## config.mk

```make
export PLATFORM = sky130hd
export DESIGN_NAME = sha_jobq
export DESIGN_NICKNAME = d
export VERILOG_FILES = /design/src/rtl/sha_pkg.sv /design/src/rtl/sha_jobq.sv
export SDC_FILE = /design/constraint.sdc
export NUM_CORES = 1
export LEC_CHECK = 0
export ABC_AREA = 1
export BUFFER_PORTS_ARGS = -buffer_cell sky130_fd_sc_hd__buf_2
export CAP_MARGIN = 10
export CORE_AREA = 2 2 402 404
export CTS_CLUSTER_DIAMETER = 120
export DETAILED_ROUTE_END_ITERATION = 8
export DIE_AREA = 0 0 404 406
export HOLD_SLACK_MARGIN = 0.15
export PLACE_DENSITY = 0.4
export SYNTH_ARGS = -nofsm -noshare
export SYNTH_HDL_FRONTEND = slang
export SYNTH_SLANG_ARGS = --single-unit
export TNS_END_PERCENT = 10
```

## constraint.sdc

```tcl
create_clock -name clk_i -period 23 [get_ports clk_i]
set_input_delay 4.6 -clock clk_i [delete_from_list [all_inputs] [get_ports clk_i]]
set_output_delay 4.6 -clock clk_i [all_outputs]
set_load 0.01 [all_outputs]
```

## src/rtl/sha_pkg.sv

```systemverilog
// ----------------------------------------------------------------------------
// sha_pkg
// Shared types, round constants and helper functions for the SHA-256 block.
// ----------------------------------------------------------------------------
`default_nettype none

package sha_pkg;

  // input beat: one optional message byte and an end marker
  typedef struct packed {
    logic [7:0] data_byte;
    logic       byte_valid;
    logic       end_of_message;
  } in_beat_t;

  // output beat: one digest word
  typedef struct packed {
    logic [31:0] digest_word;
    logic        digest_last;
  } out_beat_t;

  // one 512-bit block handed from the front to the compression engine
  typedef struct packed {
    logic [15:0][31:0] words;  // words[0] is the first word of the block
    logic              last;   // final block of a message
  } job_t;

  localparam int unsigned RoundCount = 64;
  localparam int unsigned LengthPos  = 56;
  localparam logic [7:0]  PadByte    = 8'h80;

  localparam logic [31:0] RoundK [RoundCount] = '{
    32'h428a2f98, 32'h71374491, 32'hb5c0fbcf, 32'he9b5dba5,
    32'h3956c25b, 32'h59f111f1, 32'h923f82a4, 32'hab1c5ed5,
    32'hd807aa98, 32'h12835b01, 32'h243185be, 32'h550c7dc3,
    32'h72be5d74, 32'h80deb1fe, 32'h9bdc06a7, 32'hc19bf174,
    32'he49b69c1, 32'hefbe4786, 32'h0fc19dc6, 32'h240ca1cc,
    32'h2de92c6f, 32'h4a7484aa, 32'h5cb0a9dc, 32'h76f988da,
    32'h983e5152, 32'ha831c66d, 32'hb00327c8, 32'hbf597fc7,
    32'hc6e00bf3, 32'hd5a79147, 32'h06ca6351, 32'h14292967,
    32'h27b70a85, 32'h2e1b2138, 32'h4d2c6dfc, 32'h53380d13,
    32'h650a7354, 32'h766a0abb, 32'h81c2c92e, 32'h92722c85,
    32'ha2bfe8a1, 32'ha81a664b, 32'hc24b8b70, 32'hc76c51a3,
    32'hd192e819, 32'hd6990624, 32'hf40e3585, 32'h106aa070,
    32'h19a4c116, 32'h1e376c08, 32'h2748774c, 32'h34b0bcb5,
    32'h391c0cb3, 32'h4ed8aa4a, 32'h5b9cca4f, 32'h682e6ff3,
    32'h748f82ee, 32'h78a5636f, 32'h84c87814, 32'h8cc70208,
    32'h90befffa, 32'ha4506ceb, 32'hbef9a3f7, 32'hc67178f2
  };

  localparam logic [31:0] InitHash [8] = '{
    32'h6a09e667, 32'hbb67ae85, 32'h3c6ef372, 32'ha54ff53a,
    32'h510e527f, 32'h9b05688c, 32'h1f83d9ab, 32'h5be0cd19
  };

  function automatic logic [31:0] ror(input logic [31:0] x, input int unsigned n);
    ror = (x >> n) | (x << (32 - n));
  endfunction

  function automatic logic [31:0] sig0(input logic [31:0] x);
    sig0 = ror(x, 7) ^ ror(x, 18) ^ (x >> 3);
  endfunction

  function automatic logic [31:0] sig1(input logic [31:0] x);
    sig1 = ror(x, 17) ^ ror(x, 19) ^ (x >> 10);
  endfunction

  function automatic logic [31:0] bsig0(input logic [31:0] x);
    bsig0 = ror(x, 2) ^ ror(x, 13) ^ ror(x, 22);
  endfunction

  function automatic logic [31:0] bsig1(input logic [31:0] x);
    bsig1 = ror(x, 6) ^ ror(x, 11) ^ ror(x, 25);
  endfunction

endpackage

`default_nettype wire

```

## src/rtl/sha_jobq.sv

```systemverilog
// ----------------------------------------------------------------------------
// sha_jobq
// Two-entry queue of blocks between the front and the compression engine.
// ----------------------------------------------------------------------------
`default_nettype none

module sha_jobq (
  input  wire logic          clk_i,
  input  wire logic          rst_ni,
  input  wire logic          push_i,
  input  wire sha_pkg::job_t data_i,
  output logic               full_o,
  input  wire logic          pop_i,
  output sha_pkg::job_t      data_o,
  output logic               empty_o
);
  import sha_pkg::*;

  job_t       mem_q [2];
  logic       wr_q, rd_q;
  logic [1:0] cnt_q;

  assign full_o  = (cnt_q == 2'd2);
  assign empty_o = (cnt_q == 2'd0);
  assign data_o  = mem_q[rd_q];

  // storage
  always_ff @(posedge clk_i) begin
    if (push_i && !full_o) begin
      mem_q[wr_q] <= data_i;
    end
  end

  // pointers and count
  always_ff @(posedge clk_i or negedge rst_ni) begin
    if (!rst_ni) begin
      wr_q  <= 1'b0;
      rd_q  <= 1'b0;
      cnt_q <= '0;
    end else begin
      if (push_i && !full_o) wr_q <= ~wr_q;
      if (pop_i && !empty_o) rd_q <= ~rd_q;
      cnt_q <= cnt_q + 2'(push_i && !full_o) - 2'(pop_i && !empty_o);
    end
  end

  assert property (@(posedge clk_i) disable iff (!rst_ni) cnt_q != 2'd3)
    else $error("job queue count out of range");
  assert property (@(posedge clk_i) disable iff (!rst_ni)
    (cnt_q == 2'd1) |-> (wr_q != rd_q))
    else $error("job queue pointers disagree with count");

endmodule

`default_nettype wire

```

==> qor.csv <==
stage,metric,value,unit
place,place.gp.congestion,0.832,
yosys,ys_ff_latch,1030,
setup_path,critPathCaptureType,primary output,
setup_path,r2r_slack,18.07,ns
clock_network,cts_max_path_buffers,3,
yosys,yosys_warnings,0,
detailed_routing,firstDrtPassIters,5,
grt,antenna_found_initial,80,
place,place_area,44800,µm²
timing,period_share,40.9,%
floorplanning,num_io_pins,1032,
timing,setup_violations,0,
timing,worst_slew_pin_slew,1.06,ns
final_layout,layout.nets,4291,
setup_path,critical_path.max_fanout,120,
status,outcome,finished clean,
clock_network,h-tree-depth,3,
timing,fmax,106,MHz
clock_network,post_cts.repair.setup_buffers,0,
grt,grt_pass1_wl,167000,µm
setup_path,worstPathRequired,18.40,ns
setup_path,critical_path_arrival,4.81,ns
clock_network,holdBufCountCts,0,
clock_network,cts-buffers-inserted,114,
grt,grt-ovfl-total,0,
min_path,hold_start,wr_q$_DFFE_PN0P_,
grt,grt_usage,14.0,%
timing,slew_viol_final,0,
yosys,avgSynthCellArea,13.8,µm²
place,dp.final_hpwl,85500,µm
floorplanning,die_h,406,µm
timing,relSlewSlack,29.5,%
floorplanning,die_area,164000,µm²
yosys,syn-num-nets,3231,
grt,grt_max_degree,166,
detailed_routing,ant_nets,0,
flow_run,maxCapViolCount,0,
clock_network,clock-root-buffer,clkbuf_16,
grt,use_met3,6.10,%
grt,grt_util_met2,24.3,%
floorplanning,initial_core_util,23.4,%
timing,clock_skew,0.0287,ns
clock_network,path_clk_slew,0.06,ns
yosys,synth_xor_area_share,0,%
yosys,synth.distinct_cells,11,
timing,hold_violations,0,
floorplanning,rows,147,
grt,busiest_layer,met2,
yosys,synth-simple-area-share,15.6,%
detailed_routing,viasPerCell,3.98,
setup_path,crit_path_start_kind,flip-flop,
setup_path,worstReg2RegEnd,mem_q[1][332]$_DFFE_PP_,
power,power.leakage,0.0202,µW
clock_network,clock_latency,0.72,ns
setup_path,critPathKind,reg -> out,
place,post-place-ws,13.79,ns
yosys,syn_area,37400,µm²
setup_path,timing.rr.start,cnt_q[1]$_DFF_PN0_,
yosys,synth_cells,2712,
detailed_routing,drt_iter0_markers,1440,
grt,met1_usage,15.6,%
power,ir_worst_vdd,87.4,µV
place,io_buffers,1031,
clock_network,cts_resized,0,
floorplanning,core_area,160000,µm²
yosys,synth_top_family_by_area,simple AND/OR/NAND/NOR gates,
yosys,yosysSeqAreaShare,82.7,%
yosys,synth-compound-area-share,0,%
timing,min_period,9.41,ns
timing,rsz0062_at_grt,false,
detailed_routing,drt_wl_total,121000,µm
min_path,holdPathEnd,wr_q$_DFFE_PN0P_,
detailed_routing,drc,0,
final_layout,final_area,48300,µm²
detailed_routing,wl_per_cell,20.3,µm
floorplanning,chipWidth,404,µm
yosys,synth_mux_area_share,0,%
timing,setup_tns,0,ns
min_path,min-delay-path-class,reg -> reg,
yosys,synthAdderAreaFrac,0.0669,%
final_layout,syn_to_final_growth,29.2,%
power,p_per_area,132,nW/µm²
clock_network,cts_tree,done,
final_layout,drive_gt1_share,31.0,%
timing,setup_slack,13.59,ns
final_layout,fill_cells,16400,
min_path,holdPathStages,2,
clock_network,cts_sinks,1030,
grt,first_global_vias,23200,
setup_path,rr_worst_depth,8,
detailed_routing,via_count,23800,
[critical path, stage by stage (launching register included)]
cell	delay (ns)
dfrtp_4	0.78
inv_8	0.70
buf_4	0.76
buf_4	0.73
buf_4	0.62
nand2_1	0.11
nand2_1	0.10
buf_2	0.13
[where the power goes]
group / switching (µW) / leakage, µW / total (µW) / internal, µW
Combinational: 1470 / 0.00894 / 2050 / 581
Sequential: 115 / 0.00959 / 2680 / 2560
Clock: 736 / 0.00164 / 1670 / 932
Total: 2320 / 0.0202 / 6390 / 4080
[state kept, by name (all words and copies together) (netlist names)]
name,count
cnt_q,2
mem_q,1026
rd_q,1
wr_q,1
[metrics by stage]
| step | total power (µW) | hold slack [ns] | std cells | utilization, % |
|---|---|---|---|---|
| after floorplan | 4000 | 0.442 | 2712 | - |
| after global placement | 4850 | 0.475 | 5742 | 28.1 |
| after detailed placement | 4840 | 0.467 | 5742 | 28.1 |
| after CTS | 6540 | 0.480 | 5950 | 30.2 |
| after global routing | 6790 | 0.527 | 5957 | 30.2 |
| final | 6390 | 0.485 | 5973 | 30.3 |
[metal layers]
layer | vias to the layer above | part of all wire [%]
met2 | 774 | 50
met3 | 251 | 9.4
met1 | 11300 | 38
li1 | 11400 | -
met5 | - | 0.40
met4 | 80 | 2.6
[placed cells by master, fill, tap and decap left out, types with 3 or more instances in the layout]
| cell | netlist | final |
|---|---|---|
| buf_4 | 7 | 23 |
| buf_2 | 97 | 1031 |
| clkinv_16 | 0 | 3 |
| nand2_1 | 1552 | 1552 |
| nand3_1 | 3 | 3 |
| clkbuf_16 | 0 | 117 |
| edfxtp_1 | 1026 | 1026 |
| clkinv_1 | 0 | 35 |
| clkbuf_1 | 9 | 35 |
| diode_2 | 0 | 23 |
| inv_6 | 0 | 3 |
| clkinv_2 | 0 | 11 |
| buf_12 | 0 | 3 |
| inv_1 | 10 | 9 |
| dfrtp_1 | 4 | 3 |
[logic make-up (layout without fill, tap and decap cells)]
group                      Yosys count  in the layout
DFF                               1030           1030
adders and majority gates            2              2
buffers and inverters              124           1276
and+or+nand+nor                   1556           1556
other                                0             23
[cell type report]
class / instances / area (µm²) / share of cell area (%)
multi-input cells: 1558 / 5880 / 12.2
flip-flops and latches: 1030 / 30900 / 64.0
clock buffers: 152 / 3060 / 6.33
repair buffers: 1057 / 5390 / 11.2
clock inverters: 56 / 347 / 0.717
well taps: 2086 / 2610 / 5.40
diodes: 23 / 57.6 / 0.119
inverters: 11 / 56.3 / 0.117
[Yosys cell counts]
cell      number  area share (%)
buf_2         97             1.3
buf_4          7            0.14
clkbuf_1       9           0.090
dfrtp_1        4            0.27
edfxtp_1    1026              82
ha_1           2           0.067
inv_1         10            0.10
inv_2          1           0.010
nand2_1     1552              16
nand3_1        3           0.040
nor2_1         1           0.010
[worst max path at each step]
stage / from / endpoint / slack [ns] / depth (start not counted)
after CTS: rd_q$_DFFE_PN0P_ / data_o[281] / 13.37 / 7
final: rd_q$_DFFE_PN0P_ / data_o[281] / 13.59 / 7
after global routing: rd_q$_DFFE_PN0P_ / data_o[259] / 13.14 / 7
after global placement: push_i / mem_q[1][253]$_DFFE_PP_ / 13.79 / 8
after floorplan: push_i / mem_q[1][0]$_DFFE_PP_ / 4.42 / 2
after detailed placement: push_i / mem_q[1][292]$_DFFE_PP_ / 13.79 / 8
Power figures use the tool's default switching activity.
