### src/rtl/sha_pkg.sv
// ----------------------------------------------------------------------------
// sha_pkg
// Shared types, round constants and helper functions for the SHA-256 block.
// ----------------------------------------------------------------------------
`default_nettype none

package sha_pkg;

  // input beat: one optional message byte and an end marker
  typedef struct packed {
    logic [7:0] data_byte;
    logic       byte_valid;
    logic       end_of_message;
  } in_beat_t;

  // output beat: one digest word
  typedef struct packed {
    logic [31:0] digest_word;
    logic        digest_last;
  } out_beat_t;

  // one 512-bit block handed from the front to the compression engine
  typedef struct packed {
    logic [15:0][31:0] words;  // words[0] is the first word of the block
    logic              last;   // final block of a message
  } job_t;

  localparam int unsigned RoundCount = 64;
  localparam int unsigned LengthPos  = 56;
  localparam logic [7:0]  PadByte    = 8'h80;

  localparam logic [31:0] RoundK [RoundCount] = '{
    32'h428a2f98, 32'h71374491, 32'hb5c0fbcf, 32'he9b5dba5,
    32'h3956c25b, 32'h59f111f1, 32'h923f82a4, 32'hab1c5ed5,
    32'hd807aa98, 32'h12835b01, 32'h243185be, 32'h550c7dc3,
    32'h72be5d74, 32'h80deb1fe, 32'h9bdc06a7, 32'hc19bf174,
    32'he49b69c1, 32'hefbe4786, 32'h0fc19dc6, 32'h240ca1cc,
    32'h2de92c6f, 32'h4a7484aa, 32'h5cb0a9dc, 32'h76f988da,
    32'h983e5152, 32'ha831c66d, 32'hb00327c8, 32'hbf597fc7,
    32'hc6e00bf3, 32'hd5a79147, 32'h06ca6351, 32'h14292967,
    32'h27b70a85, 32'h2e1b2138, 32'h4d2c6dfc, 32'h53380d13,
    32'h650a7354, 32'h766a0abb, 32'h81c2c92e, 32'h92722c85,
    32'ha2bfe8a1, 32'ha81a664b, 32'hc24b8b70, 32'hc76c51a3,
    32'hd192e819, 32'hd6990624, 32'hf40e3585, 32'h106aa070,
    32'h19a4c116, 32'h1e376c08, 32'h2748774c, 32'h34b0bcb5,
    32'h391c0cb3, 32'h4ed8aa4a, 32'h5b9cca4f, 32'h682e6ff3,
    32'h748f82ee, 32'h78a5636f, 32'h84c87814, 32'h8cc70208,
    32'h90befffa, 32'ha4506ceb, 32'hbef9a3f7, 32'hc67178f2
  };

  localparam logic [31:0] InitHash [8] = '{
    32'h6a09e667, 32'hbb67ae85, 32'h3c6ef372, 32'ha54ff53a,
    32'h510e527f, 32'h9b05688c, 32'h1f83d9ab, 32'h5be0cd19
  };

  function automatic logic [31:0] ror(input logic [31:0] x, input int unsigned n);
    ror = (x >> n) | (x << (32 - n));
  endfunction

  function automatic logic [31:0] sig0(input logic [31:0] x);
    sig0 = ror(x, 7) ^ ror(x, 18) ^ (x >> 3);
  endfunction

  function automatic logic [31:0] sig1(input logic [31:0] x);
    sig1 = ror(x, 17) ^ ror(x, 19) ^ (x >> 10);
  endfunction

  function automatic logic [31:0] bsig0(input logic [31:0] x);
    bsig0 = ror(x, 2) ^ ror(x, 13) ^ ror(x, 22);
  endfunction

  function automatic logic [31:0] bsig1(input logic [31:0] x);
    bsig1 = ror(x, 6) ^ ror(x, 11) ^ ror(x, 25);
  endfunction

endpackage

`default_nettype wire

### src/rtl/sha_front.sv
// ----------------------------------------------------------------------------
// sha_front
// Takes input beats, gathers bytes into a block, counts the message length
// and issues full, padded and length blocks to the job queue.
// ----------------------------------------------------------------------------
`default_nettype none

module sha_front (
  input  wire logic            clk_i,
  input  wire logic            rst_ni,
  input  wire logic            push,
  output logic                 full,
  input  wire sha_pkg::in_beat_t in_data_i,
  output logic                 job_push_o,
  output sha_pkg::job_t        job_o,
  input  wire logic            job_full_i
);
  import sha_pkg::*;

  typedef enum logic [3:0] {
    F_IDLE = 4'b0001,
    F_FULL = 4'b0010,
    F_PAD1 = 4'b0100,
    F_PAD2 = 4'b1000
  } front_state_e;

  front_state_e      state_q, state_d;
  logic [31:0]       words_q [16];
  logic [63:0]       len_q, len_d;
  logic              end_q, end_d;
  logic [5:0]        fill;
  logic              accept;
  logic [15:0][31:0] pad_words;

  assign fill   = len_q[8:3];
  assign accept = push && !full;
  assign full   = (state_q != F_IDLE);

  // byte gather, no reset on payload
  always_ff @(posedge clk_i) begin
    if (accept && in_data_i.byte_valid) begin
      words_q[fill[5:2]][8*(3 - fill[1:0]) +: 8] <= in_data_i.data_byte;
    end
  end

  // first padding block: kept bytes, pad marker, zeros and maybe the length
  always_comb begin
    for (int i = 0; i < 16; i++) begin
      for (int b = 0; b < 4; b++) begin
        if (6'(4*i + b) < fill) begin
          pad_words[i][8*(3-b) +: 8] = words_q[i][8*(3-b) +: 8];
        end else if (6'(4*i + b) == fill) begin
          pad_words[i][8*(3-b) +: 8] = PadByte;
        end else begin
          pad_words[i][8*(3-b) +: 8] = 8'h00;
        end
      end
    end
    if (fill < 6'(LengthPos)) begin
      pad_words[14] = len_q[63:32];
      pad_words[15] = len_q[31:0];
    end
  end

  // job issue and sequencing
  always_comb begin
    state_d    = state_q;
    len_d      = len_q;
    end_d      = end_q;
    job_push_o = 1'b0;
    job_o      = '0;
    case (state_q)
      F_IDLE: begin
        if (accept) begin
          end_d = in_data_i.end_of_message;
          if (in_data_i.byte_valid) begin
            len_d = len_q + 64'd8;
          end
          if (in_data_i.byte_valid && (fill == 6'd63)) begin
            state_d = F_FULL;
          end else if (in_data_i.end_of_message) begin
            state_d = F_PAD1;
          end
        end
      end
      F_FULL: begin
        for (int i = 0; i < 16; i++) job_o.words[i] = words_q[i];
        job_o.last = 1'b0;
        if (!job_full_i) begin
          job_push_o = 1'b1;
          state_d    = end_q ? F_PAD1 : F_IDLE;
        end
      end
      F_PAD1: begin
        job_o.words = pad_words;
        job_o.last  = (fill < 6'(LengthPos));
        if (!job_full_i) begin
          job_push_o = 1'b1;
          if (fill < 6'(LengthPos)) begin
            state_d = F_IDLE;
            len_d   = '0;
          end else begin
            state_d = F_PAD2;
          end
        end
      end
      F_PAD2: begin
        job_o.words[14] = len_q[63:32];
        job_o.words[15] = len_q[31:0];
        job_o.last      = 1'b1;
        if (!job_full_i) begin
          job_push_o = 1'b1;
          state_d    = F_IDLE;
          len_d      = '0;
        end
      end
      default: begin
        state_d = F_IDLE;
      end
    endcase
  end

  always_ff @(posedge clk_i or negedge rst_ni) begin
    if (!rst_ni) begin
      state_q <= F_IDLE;
      len_q   <= '0;
      end_q   <= 1'b0;
    end else begin
      state_q <= state_d;
      len_q   <= len_d;
      end_q   <= end_d;
    end
  end

  // a full block is only issued when the fill wrapped to zero
  assert property (@(posedge clk_i) disable iff (!rst_ni)
    (state_q == F_FULL) |-> (fill == 6'd0))
    else $error("full block issued with nonzero fill");
  // the length block follows a padding block that had no room for the length
  assert property (@(posedge clk_i) disable iff (!rst_ni)
    (state_q == F_PAD2) |-> (len_q[8:3] >= 6'(LengthPos)))
    else $error("length block without overflowing pad");

endmodule

`default_nettype wire

### config.mk
export PLATFORM = sky130hd
export DESIGN_NAME = sha_front
export DESIGN_NICKNAME = d
export VERILOG_FILES = /design/src/rtl/sha_pkg.sv /design/src/rtl/sha_front.sv
export SDC_FILE = /design/constraint.sdc
export NUM_CORES = 1
export LEC_CHECK = 0
export BUFFER_PORTS_ARGS = -buffer_cell sky130_fd_sc_hd__buf_2
export CAP_MARGIN = 20
export CORE_MARGIN = 4
export CORE_UTILIZATION = 50
export CTS_CLUSTER_SIZE = 24
export DETAILED_ROUTE_END_ITERATION = 12
export GPL_TIMING_DRIVEN = 0
export PLACE_DENSITY = 0.75
export RECOVER_POWER = 100
export SLEW_MARGIN = 20
export SYNTH_ARGS = -nofsm -noshare
export SYNTH_HDL_FRONTEND = slang
export SYNTH_SLANG_ARGS = --single-unit
### constraint.sdc
create_clock -name clk_i -period 3.12 [get_ports clk_i]
set_input_delay 0.468 -clock clk_i [delete_from_list [all_inputs] [get_ports clk_i]]
set_output_delay 0.468 -clock clk_i [all_outputs]
set_load 0.02 [all_outputs]
==> key figures <==
Critical path
  • CP Launch Type: flip-flop
  • FF-to-FF Start: state_q[2]
  • CP max stage delay: 0.58 ns
  • Worst path depth: 9
  • Critical Path End: job_o[90]
  • Worst Path Max Fanout: 7
  • R2r setup slk: -0.24 ns
  • Critical-path cell list: buf_6 > or4b_4 > buf_12 > buf_6 > o21ai_4 > o31a_1 > buf_6 > and2_4 > buf_6
  • Setup crit end kind: output port
  • Cell mode on critical path: buf_6
  • R2R Path End: words_q[8][13]
  • CP max stage cell: or4b_4
  • Worst Setup SP: state_q[3]
  • Critical Path RT: roughly 2.7 ns
  • WS Path Type: reg2out
  • R2R cell count: 9
  • Worst path bufs/invs: 5
  • Crit path DAT: 2.92 ns
  • CP top delay family: simple AND/OR/NAND/NOR gates

Floorplanning
  • Die Height: 231.0 um
  • Rows: roughly 80
  • Core area: 49050 um^2
  • Starting Density: roughly half
  • IO Pins: ~530
  • Die X-Extent: roughly 230 um
  • Die ar.: 53370 um^2

Yosys
  • Most numerous cell in the Yosys netlist: edfxtp_1
  • Ys async rst share: a little under an eighth
  • Main synth FF type: edfxtp_1
  • Syn Std Cell Area: 24870 um^2
  • Post-synth net total: 1925
  • Warnings, synthesis: 0
  • Synth top area cells: edfxtp_1 (62%), and2_1 (8.2%), dfrtp_1 (6.5%)
  • Synth Instances: 1906
  • Avg Inst Size Synth: 13.05 um^2
  • Register area share after synthesis: 68.47%
  • Number of distinct library cells after synthesis: 74
  • Post-synth EDFFs: a little over 500
  • Synth area leader: edfxtp_1
  • Yosys top cell area share: about three fifths
  • Synthesized flop and latch total: approximately 580
  • Most instantiated cells after synthesis: edfxtp_1 (512), and2_1 (324), nor2_1 (145)

Cells and area
  • Nets@finish: around 2700
  • Layout cell share with drive strength beyond 1: a little under half
  • Area Overhead vs Synth: 44.47%

Clock tree
  • Clk_lat worst skew: about 0.64 ns
  • Htree depth: 2
  • Worst-path clk slew: about 0.07 ns
  • CTS tree: yes
  • CTS sink count: roughly 580
  • Clk root buf: clkbuf_16
  • CTS Buffer Depth: 3
  • Number of CTS-inserted buffers: between 50 and 60

Global route
  • Overall routing resource usage: 36.78%
  • Initial antenna violation count: 5
  • Pin count of the biggest net entering global routing: 35
  • First-pass GRT wire length: roughly 140000 um
  • Number of global-route vias before repair: between 20000 and 25000
  • Total gr overflow: 0

STA
  • Worst-Margin Slew: a little over 2 ns
  • Endpoints failing hold: 0
  • Max-slew violations: 44
  • Min Hold Slack: approximately 0.19 ns
  • Worst slew margin: -34.23%
  • Setup_tns: -62.70 ns
  • Final worst slack: -0.2715 ns
  • Fmax achieved: slightly below 0.3 GHz
  • Final Skew: ~0.03 ns
  • RSZ-0062 raised after global routing: true
  • Clock period minus worst slack: about 3.4 ns
  • Period utilization: 108.7%
  • Final setup fails: approximately 600

Placement
  • Port Buf Inserts: roughly 530
  • GPL Wtd Cong: 1.025
  • Detailed Place HPWL: 70260 um

Detailed routing
  • DRT iter0 DRCs: ~3100
  • Number of detailed-route iterations in the first pass: 11
  • Routed vias/inst: between 6 and 7
  • Post-DRT Antenna Nets: 0
  • WL per Instance: about 32 um
  • Drt drc: 0
  • Total Wirelength: between 100000 and 150000 um
  • Vias: roughly 22000

Pwr
  • Pwr per Cell Area: around 600 nW/um^2
  • VDD IR-drop max: approximately 0.52 mV
  • LEAKAGE: 14.24 nW

Status
  • Status: complete, but fails checks
  • Failing checks: max-capacitance violations, max-slew violations, negative setup slack

Min path
  • Hold Path Class: in2reg

Flow run
  • MaxCap Viol Count: 2
[how the worst min path moves through the flow]
| stage | from | to | depth (start not counted) |
|---|---|---|---|
| 2_1_floorplan | rst_ni | end_q | 0 |
| 3_3_place_gp | end_q | end_q | 1 |
| 3_5_place_dp | rst_ni | len_q[49] | 1 |
| 4_1_cts | in_data_i[0] | end_q | 2 |
| 5_1_grt | in_data_i[0] | end_q | 2 |
| 6_report | in_data_i[0] | end_q | 2 |
[layer usage]
layer | part of all wire, % | GRT usage [%]
met3 | 13 | 11.42
met1 | 34 | 45.82
met2 | 46 | 58.71
met5 | 0.013 | 0
met4 | 6.9 | 18.17
[timing repair]
action,in CTS,in global routing
resized for setup,686,604
gates cloned,7,9
endpoints found under the setup margin,1050,1177
hold endpoints to repair,33,0
buffers inserted,80,56
pin swaps,110,166
hold buffers,1,0
[report_power, final]
group | leakage (nW) | internal [mW] | switching, mW
sequential | 5.55 | 9.06 | 0.0753
combinational | 7.77 | 1.47 | 3.57
clock | 0.920 | 3.92 | 3.15
[stage by stage]
| step | std cells | utilization, % | instance area (um^2) | power (mW) | setup WS [ns] |
|---|---|---|---|---|---|
| after CTS | 3289 | 68.17 | 33440 | 20.26 | -0.1321 |
| after detailed placement | 3100 | 57.85 | 28380 | 12.50 | -0.6877 |
| final | 3351 | 73.24 | 35930 | 21.25 | -0.2715 |
| after global placement | 3098 | 57.78 | 28340 | 12.46 | -0.6385 |
| after global routing | 3349 | 73.23 | 35920 | 21.56 | -0.2934 |
| after floorplan | 1906 | - | 24870 | 10.91 | 0.5133 |
[kinds of logic after synthesis]
group                    Yosys count  share of synthesized area (%)
AND/OR/NAND/NOR                  845                          19.12
XOR/XNOR                           1                        0.03523
buffers and inverters            119                          2.043
AO/OA/AOI/OAI                    356                          9.982
multiplexers                       2                        0.09056
adder cells (fa/ha/maj)            5                         0.2516
flip-flops                       578                          68.47
[flip-flops by register name (all words and copies together), names as in the netlist]
register and cells:
end_q 1, words_q 512, len_q 61, state_q 4
[layout make-up]
type / instances / area [um^2]
tap: 664 / 830.8
multi-input combinational: 1211 / 9490
antenna: 2 / 5.005
timing repair buffer: 678 / 5824
sequential: 578 / 17030
clock inverter: 35 / 319.1
buffer: 84 / 749.5
clock buffer: 73 / 1569
inverter: 26 / 108.9
fill: 3012 / 13130
[cells in the final DEF, fill, tap and decap left out, drive strengths merged, types with 5 or more instances in the layout]
cell type / n
dfrtp: 65
or3: 5
nor2: 147
and3: 25
a31o: 8
a32o: 11
o22ai: 13
clkinvlp: 5
nand2: 105
a21oi: 65
ha: 5
a21o: 5
buf: 708
inv: 31
o211ai: 6
clkinv: 21
o2bb2ai: 5
o31a: 6
o22a: 7
o21ai: 81
or2: 6
o31ai: 10
and4: 5
and2: 324
a32oi: 6
clkbuf: 126
a31oi: 36
nor4: 14
nor3: 25
a22o: 61
nand4: 27
nand2b: 10
nand3: 28
nor2b: 110
edfxtp: 512
a41oi: 9
No activity file was read; power rests on OpenSTA's default activity.
