## src/rtl/sha_pkg.sv

```systemverilog
// ----------------------------------------------------------------------------
// sha_pkg
// Shared types, round constants and helper functions for the SHA-256 block.
// ----------------------------------------------------------------------------
`default_nettype none

package sha_pkg;

  // input beat: one optional message byte and an end marker
  typedef struct packed {
    logic [7:0] data_byte;
    logic       byte_valid;
    logic       end_of_message;
  } in_beat_t;

  // output beat: one digest word
  typedef struct packed {
    logic [31:0] digest_word;
    logic        digest_last;
  } out_beat_t;

  // one 512-bit block handed from the front to the compression engine
  typedef struct packed {
    logic [15:0][31:0] words;  // words[0] is the first word of the block
    logic              last;   // final block of a message
  } job_t;

  localparam int unsigned RoundCount = 64;
  localparam int unsigned LengthPos  = 56;
  localparam logic [7:0]  PadByte    = 8'h80;

  localparam logic [31:0] RoundK [RoundCount] = '{
    32'h428a2f98, 32'h71374491, 32'hb5c0fbcf, 32'he9b5dba5,
    32'h3956c25b, 32'h59f111f1, 32'h923f82a4, 32'hab1c5ed5,
    32'hd807aa98, 32'h12835b01, 32'h243185be, 32'h550c7dc3,
    32'h72be5d74, 32'h80deb1fe, 32'h9bdc06a7, 32'hc19bf174,
    32'he49b69c1, 32'hefbe4786, 32'h0fc19dc6, 32'h240ca1cc,
    32'h2de92c6f, 32'h4a7484aa, 32'h5cb0a9dc, 32'h76f988da,
    32'h983e5152, 32'ha831c66d, 32'hb00327c8, 32'hbf597fc7,
    32'hc6e00bf3, 32'hd5a79147, 32'h06ca6351, 32'h14292967,
    32'h27b70a85, 32'h2e1b2138, 32'h4d2c6dfc, 32'h53380d13,
    32'h650a7354, 32'h766a0abb, 32'h81c2c92e, 32'h92722c85,
    32'ha2bfe8a1, 32'ha81a664b, 32'hc24b8b70, 32'hc76c51a3,
    32'hd192e819, 32'hd6990624, 32'hf40e3585, 32'h106aa070,
    32'h19a4c116, 32'h1e376c08, 32'h2748774c, 32'h34b0bcb5,
    32'h391c0cb3, 32'h4ed8aa4a, 32'h5b9cca4f, 32'h682e6ff3,
    32'h748f82ee, 32'h78a5636f, 32'h84c87814, 32'h8cc70208,
    32'h90befffa, 32'ha4506ceb, 32'hbef9a3f7, 32'hc67178f2
  };

  localparam logic [31:0] InitHash [8] = '{
    32'h6a09e667, 32'hbb67ae85, 32'h3c6ef372, 32'ha54ff53a,
    32'h510e527f, 32'h9b05688c, 32'h1f83d9ab, 32'h5be0cd19
  };

  function automatic logic [31:0] ror(input logic [31:0] x, input int unsigned n);
    ror = (x >> n) | (x << (32 - n));
  endfunction

  function automatic logic [31:0] sig0(input logic [31:0] x);
    sig0 = ror(x, 7) ^ ror(x, 18) ^ (x >> 3);
  endfunction

  function automatic logic [31:0] sig1(input logic [31:0] x);
    sig1 = ror(x, 17) ^ ror(x, 19) ^ (x >> 10);
  endfunction

  function automatic logic [31:0] bsig0(input logic [31:0] x);
    bsig0 = ror(x, 2) ^ ror(x, 13) ^ ror(x, 22);
  endfunction

  function automatic logic [31:0] bsig1(input logic [31:0] x);
    bsig1 = ror(x, 6) ^ ror(x, 11) ^ ror(x, 25);
  endfunction

endpackage

`default_nettype wire

```

## src/rtl/sha_core.sv

```systemverilog
// ----------------------------------------------------------------------------
// sha_core
// Compression engine: one round per cycle with a rolling message schedule,
// hash update, and digest word output register.
// ----------------------------------------------------------------------------
`default_nettype none

module sha_core (
  input  wire logic             clk_i,
  input  wire logic             rst_ni,
  input  wire sha_pkg::job_t    job_i,
  input  wire logic             job_empty_i,
  output logic                  job_pop_o,
  output logic                  empty,
  input  wire logic             pop,
  output sha_pkg::out_beat_t    out_data_o
);
  import sha_pkg::*;

  typedef enum logic [3:0] {
    B_IDLE  = 4'b0001,
    B_ROUND = 4'b0010,
    B_ADD   = 4'b0100,
    B_EMIT  = 4'b1000
  } core_state_e;

  core_state_e state_q;
  logic [31:0] hash_q [8];
  logic [31:0] v_q [8];
  logic [31:0] w_q [16];
  logic [5:0]  rnd_q;
  logic        last_q;
  logic [2:0]  idx_q;
  logic        out_valid_q, out_last_q;
  logic [31:0] out_word_q;
  logic [31:0] t1, t2, w_new;
  logic        load;

  assign empty                  = !out_valid_q;
  assign out_data_o.digest_word = out_word_q;
  assign out_data_o.digest_last = out_last_q;
  assign job_pop_o              = (state_q == B_IDLE) && !job_empty_i;
  assign load = (state_q == B_EMIT) && (!out_valid_q || pop);

  // round datapath
  always_comb begin
    t1 = v_q[7] + bsig1(v_q[4]) + ((v_q[4] & v_q[5]) ^ (~v_q[4] & v_q[6]))
       + RoundK[rnd_q] + w_q[0];
    t2 = bsig0(v_q[0]) + ((v_q[0] & v_q[1]) ^ (v_q[0] & v_q[2]) ^ (v_q[1] & v_q[2]));
    w_new = w_q[0] + sig0(w_q[1]) + w_q[9] + sig1(w_q[14]);
  end

  // working variables and schedule, no reset on payload
  always_ff @(posedge clk_i) begin
    if (job_pop_o) begin
      for (int i = 0; i < 16; i++) w_q[i] <= job_i.words[i];
      for (int i = 0; i < 8; i++) v_q[i] <= hash_q[i];
      last_q <= job_i.last;
    end else if (state_q == B_ROUND) begin
      for (int i = 0; i < 15; i++) w_q[i] <= w_q[i+1];
      w_q[15] <= w_new;
      v_q[7] <= v_q[6];
      v_q[6] <= v_q[5];
      v_q[5] <= v_q[4];
      v_q[4] <= v_q[3] + t1;
      v_q[3] <= v_q[2];
      v_q[2] <= v_q[1];
      v_q[1] <= v_q[0];
      v_q[0] <= t1 + t2;
    end
    if (load) begin
      out_word_q <= hash_q[idx_q];
    end
  end

  // control, hash words and output valid
  always_ff @(posedge clk_i or negedge rst_ni) begin
    if (!rst_ni) begin
      state_q     <= B_IDLE;
      rnd_q       <= '0;
      idx_q       <= '0;
      out_valid_q <= 1'b0;
      out_last_q  <= 1'b0;
      for (int i = 0; i < 8; i++) hash_q[i] <= InitHash[i];
    end else begin
      if (pop && out_valid_q && !load) out_valid_q <= 1'b0;
      case (state_q)
        B_IDLE: begin
          if (job_pop_o) begin
            rnd_q   <= '0;
            state_q <= B_ROUND;
          end
        end
        B_ROUND: begin
          rnd_q <= rnd_q + 6'd1;
          if (rnd_q == 6'd63) state_q <= B_ADD;
        end
        B_ADD: begin
          for (int i = 0; i < 8; i++) hash_q[i] <= hash_q[i] + v_q[i];
          idx_q   <= '0;
          state_q <= last_q ? B_EMIT : B_IDLE;
        end
        B_EMIT: begin
          if (load) begin
            out_valid_q <= 1'b1;
            out_last_q  <= (idx_q == 3'd7);
            idx_q       <= idx_q + 3'd1;
            if (idx_q == 3'd7) begin
              for (int i = 0; i < 8; i++) hash_q[i] <= InitHash[i];
              state_q <= B_IDLE;
            end
          end
        end
        default: state_q <= B_IDLE;
      endcase
    end
  end

  // the final digest word hands the engine back to idle
  assert property (@(posedge clk_i) disable iff (!rst_ni)
    (load && idx_q == 3'd7) |=> (state_q == B_IDLE && out_last_q))
    else $error("digest did not finish after eighth word");
  // the schedule leaves the round state exactly after the last round
  assert property (@(posedge clk_i) disable iff (!rst_ni)
    (state_q == B_ADD) |-> (rnd_q == 6'd0))
    else $error("hash update before all rounds done");

endmodule

`default_nettype wire

```

## config.mk

```make
export PLATFORM = sky130hd
export DESIGN_NAME = sha_core
export DESIGN_NICKNAME = d
export VERILOG_FILES = /design/src/rtl/sha_pkg.sv /design/src/rtl/sha_core.sv
export SDC_FILE = /design/constraint.sdc
export NUM_CORES = 2
export LEC_CHECK = 0
export BUFFER_PORTS_ARGS = -buffer_cell sky130_fd_sc_hd__buf_2
export CORE_MARGIN = 3
export CORE_UTILIZATION = 62
export DETAILED_ROUTE_END_ITERATION = 12
export MAX_ROUTING_LAYER = met4
export PLACE_DENSITY = 0.9
export SYNTH_ARGS = -nofsm -noshare
export SYNTH_HDL_FRONTEND = slang
export SYNTH_SLANG_ARGS = --single-unit
```

## constraint.sdc

```tcl
create_clock -name clk_i -period 21.1 [get_ports clk_i]
set_input_delay 3.165 -clock clk_i [delete_from_list [all_inputs] [get_ports clk_i]]
set_output_delay 3.165 -clock clk_i [all_outputs]
set_load 0.005 [all_outputs]
```

==> impl_metrics.env <==
export IMPL_status="complete, no violations"
export IMPL_fin_crit_sh_pct=49.6
export IMPL_yosysTopAreaCell="edfxtp_1"
export IMPL_die_area_um2=121000
export IMPL_dr_total_vias=63433
export IMPL_numCtsBuffers=115
export IMPL_fin_nets=9299
export IMPL_crit_arrival_ns=10.91
export IMPL_wl_mm=269
export IMPL_wire_per_inst_um=27.4
export IMPL_clock_path_buffers=3
export IMPL_synth_top_family_by_area="simple AND/OR/NAND/NOR gates"
export IMPL_netlist_area_leader_share_pct=33.1
export IMPL_yosys_area_share_simple_pct=18.1
export IMPL_grt_pass1_wl_mm=394
export IMPL_io_pins=552
export IMPL_cp_start_kind="register"
export IMPL_tightest_slew_ns=1.29
export IMPL_max_slew_margin_pct=13.3
export IMPL_worstSetupPathType="reg2reg"
export IMPL_path_common_cell="fa_1"
export IMPL_track_usage_pct=45.1
export IMPL_first_iter_violations=8162
export IMPL_gp_congestion=1.07
export IMPL_synth_compound_area_share_pct=13.4
export IMPL_synth_area_top_cells="edfxtp_1, nand2_1, ha_1"
export IMPL_yosysSeqAreaShare_pct=42.7
export IMPL_core_area_um2=115000
export IMPL_firstDrtPassIters=7
export IMPL_maxSlewViolCount=0
export IMPL_clock_sinks=1072
export IMPL_antenna_found_initial=29
export IMPL_place_area_um2=76500
export IMPL_r2r_setup_slack_ns=10.63
export IMPL_drive_gt1_share_pct=13.3
export IMPL_hold_path_class="reg2reg"
export IMPL_critical_path_max_fanout=19
export IMPL_crit_path_end_kind="register"
export IMPL_final_cell_area_um2=80400
export IMPL_post_synth_num_cell_types=91
export IMPL_grt_max_degree=193
export IMPL_rows=124
export IMPL_ys_ff_latch=1072
export IMPL_whs_path_depth=2
export IMPL_cts_tree="done"
export IMPL_cts_resized=0
export IMPL_ff2ff_path_depth=32
export IMPL_ant_nets=0
export IMPL_syn_area_per_cell_um2=9.27
export IMPL_setup_viol=0
export IMPL_tns_ns=0
export IMPL_layout_common_cells="nand2_1, edfxtp_1, buf_2"
export IMPL_yosys_warnings=0
export IMPL_grt_ovfl_total=0
export IMPL_vias_per_cell=6.45
export IMPL_path_clk_slew_ns=0.08
export IMPL_synth_main_ff_cell="edfxtp_1"
export IMPL_final_common_cell="nand2_1"
export IMPL_fin_crit_ns=10.47
export IMPL_port_buffers=551
export IMPL_hpwl_mm=205
export IMPL_crit_slowest_cell="dfrtp_1"
export IMPL_hold_viol=0
export IMPL_synthMuxAreaShare_pct=3.38
export IMPL_finish_utilization_pct=69.8
export IMPL_fillerInstances=8493
export IMPL_cts_root_buffer="clkbuf_16"
export IMPL_fmax_ghz=0.0955
export IMPL_postCtsSetupBuffers=0
export IMPL_rsz0062_at_grt="no"
export IMPL_cp_required_ns=21.54
export IMPL_synth_fp_nets=8948
export IMPL_synth_fa_ha_area_share_pct=12.2
export IMPL_ctsHtreeMaxLevel=3
export IMPL_die_h_um=348
export IMPL_fin_worst_skew_ns=0.0683
export IMPL_grt_pass1_vias=61879
export IMPL_area_delta_synth_final_pct=10.7
export IMPL_cap_violations=0
export IMPL_synth_edff_count=801
export IMPL_hold_buffers=0
export IMPL_slowest_delay_ns=0.78
export IMPL_syn_area_um2=72700
export IMPL_synthXorXnorAreaFrac_pct=6.63
export IMPL_clk_latency_ns=0.77
export IMPL_start_util_pct=63.0
export IMPL_async_reset_ff_share_pct=25.3
export IMPL_synthCells=7841
export IMPL_die_w_um=348
export IMPL_remaining_drc_errors=0
-- final timing paths --
path | start | to
worst max-delay path | rnd_q[0]$_DFFE_PN0P_ | v_q[0][30]$_DFFE_PP_
worst min-delay path | out_last_q$_DFFE_PN0P_ | out_last_q$_DFFE_PN0P_
worst max register to register | rnd_q[0]$_DFFE_PN0P_ | v_q[0][30]$_DFFE_PP_
worst min register to register | out_last_q$_DFFE_PN0P_ | out_last_q$_DFFE_PN0P_
max in group asynchronous | rst_ni | hash_q[155]$_DFFE_PN0P_
min in group asynchronous | rst_ni | hash_q[163]$_DFFE_PN0P_
-- cells in the mapped netlist (27+ instances only) --
library cell     n
dfrtp_1        134
clkbuf_1       351
nand3_1         79
a211oi_1        60
mux2_2          56
a31oi_1         56
nand2_1       2417
nand2b_1        68
o31ai_1         38
mux4_2          73
a21o_1         181
ha_1           395
buf_1           27
o211ai_1        28
or3_1           28
edfxtp_1       801
xor2_1         195
dfstp_2        137
nor2_1         368
nor2b_1         46
o21bai_1        36
nor3_1          78
o21a_1          47
and3_1          35
fa_1           195
xnor2_1        355
o21ai_0        422
inv_1          320
a21oi_1        441
-- sequential cells by signal (all words and copies together), names as in the netlist --
| register | cells |
|---|---|
| out_valid_q | 1 |
| state_q | 4 |
| rnd_q | 6 |
| last_q | 1 |
| hash_q | 256 |
| v_q | 256 |
| idx_q | 3 |
| w_q | 512 |
| out_word_q | 32 |
| out_last_q | 1 |
-- cells by family (layout without fill, tap and decap cells) --
family                   Yosys count  count (layout)
adder cells (fa/ha/maj)          594             594
buffers and inverters            700            1154
other                              0              30
XOR/XNOR                         550             550
flip-flops                      1072            1072
multiplexers                     147             147
AO/OA/AOI/OAI                   1551            1551
AND/OR/NAND/NOR                 3227            3227
-- cell type report --
| type | instances | area (µm²) | area share (%) |
|---|---|---|---|
| inverters | 321 | 1220 | 1.51 |
| diodes | 30 | 75.1 | 0.0933 |
| flip-flops and latches | 1072 | 31000 | 38.6 |
| clock buffers | 148 | 3080 | 3.83 |
| clock inverters | 72 | 831 | 1.03 |
| well taps | 1512 | 1890 | 2.35 |
| multi-input cells | 6069 | 39100 | 48.6 |
| repair buffers | 613 | 3260 | 4.05 |
-- through the flow --
stage | setup slack, ns | cells | hold slack [ns]
detailed placement | 10.79 | 9587 | 0.462
finish | 10.63 | 9837 | 0.473
global route | 10.11 | 9831 | 0.505
floorplan | 1.34 | 7841 | 0.447
CTS | 10.74 | 9807 | 0.478
global placement | 10.84 | 9587 | 0.461
-- metal layers --
layer / GRT usage [%] / part of all wire [%] / up-vias
li1: - / - / 27786
met1: 52.2 / 34 / 30402
met2: 70.8 / 46 / 4214
met3: 9.14 / 11 / 1031
met4: 31.3 / 8.9 / 0
met5: - / 0 / -
-- critical path, delay by kind of cell, from the launching register on --
kind	cells	cell delay (ns)
adders and majority gates	8	3.67
AOI/OAI and AO/OA	10	2.81
and+or+nand+nor	7	1.40
DFF	1	0.78
buffers and inverters	4	0.60
muxes	1	0.51
xor gates and xnor gates	2	0.35
Power is not shown: default switching activity piles up to over one toggle a cycle in this logic, so the estimate is an artifact.
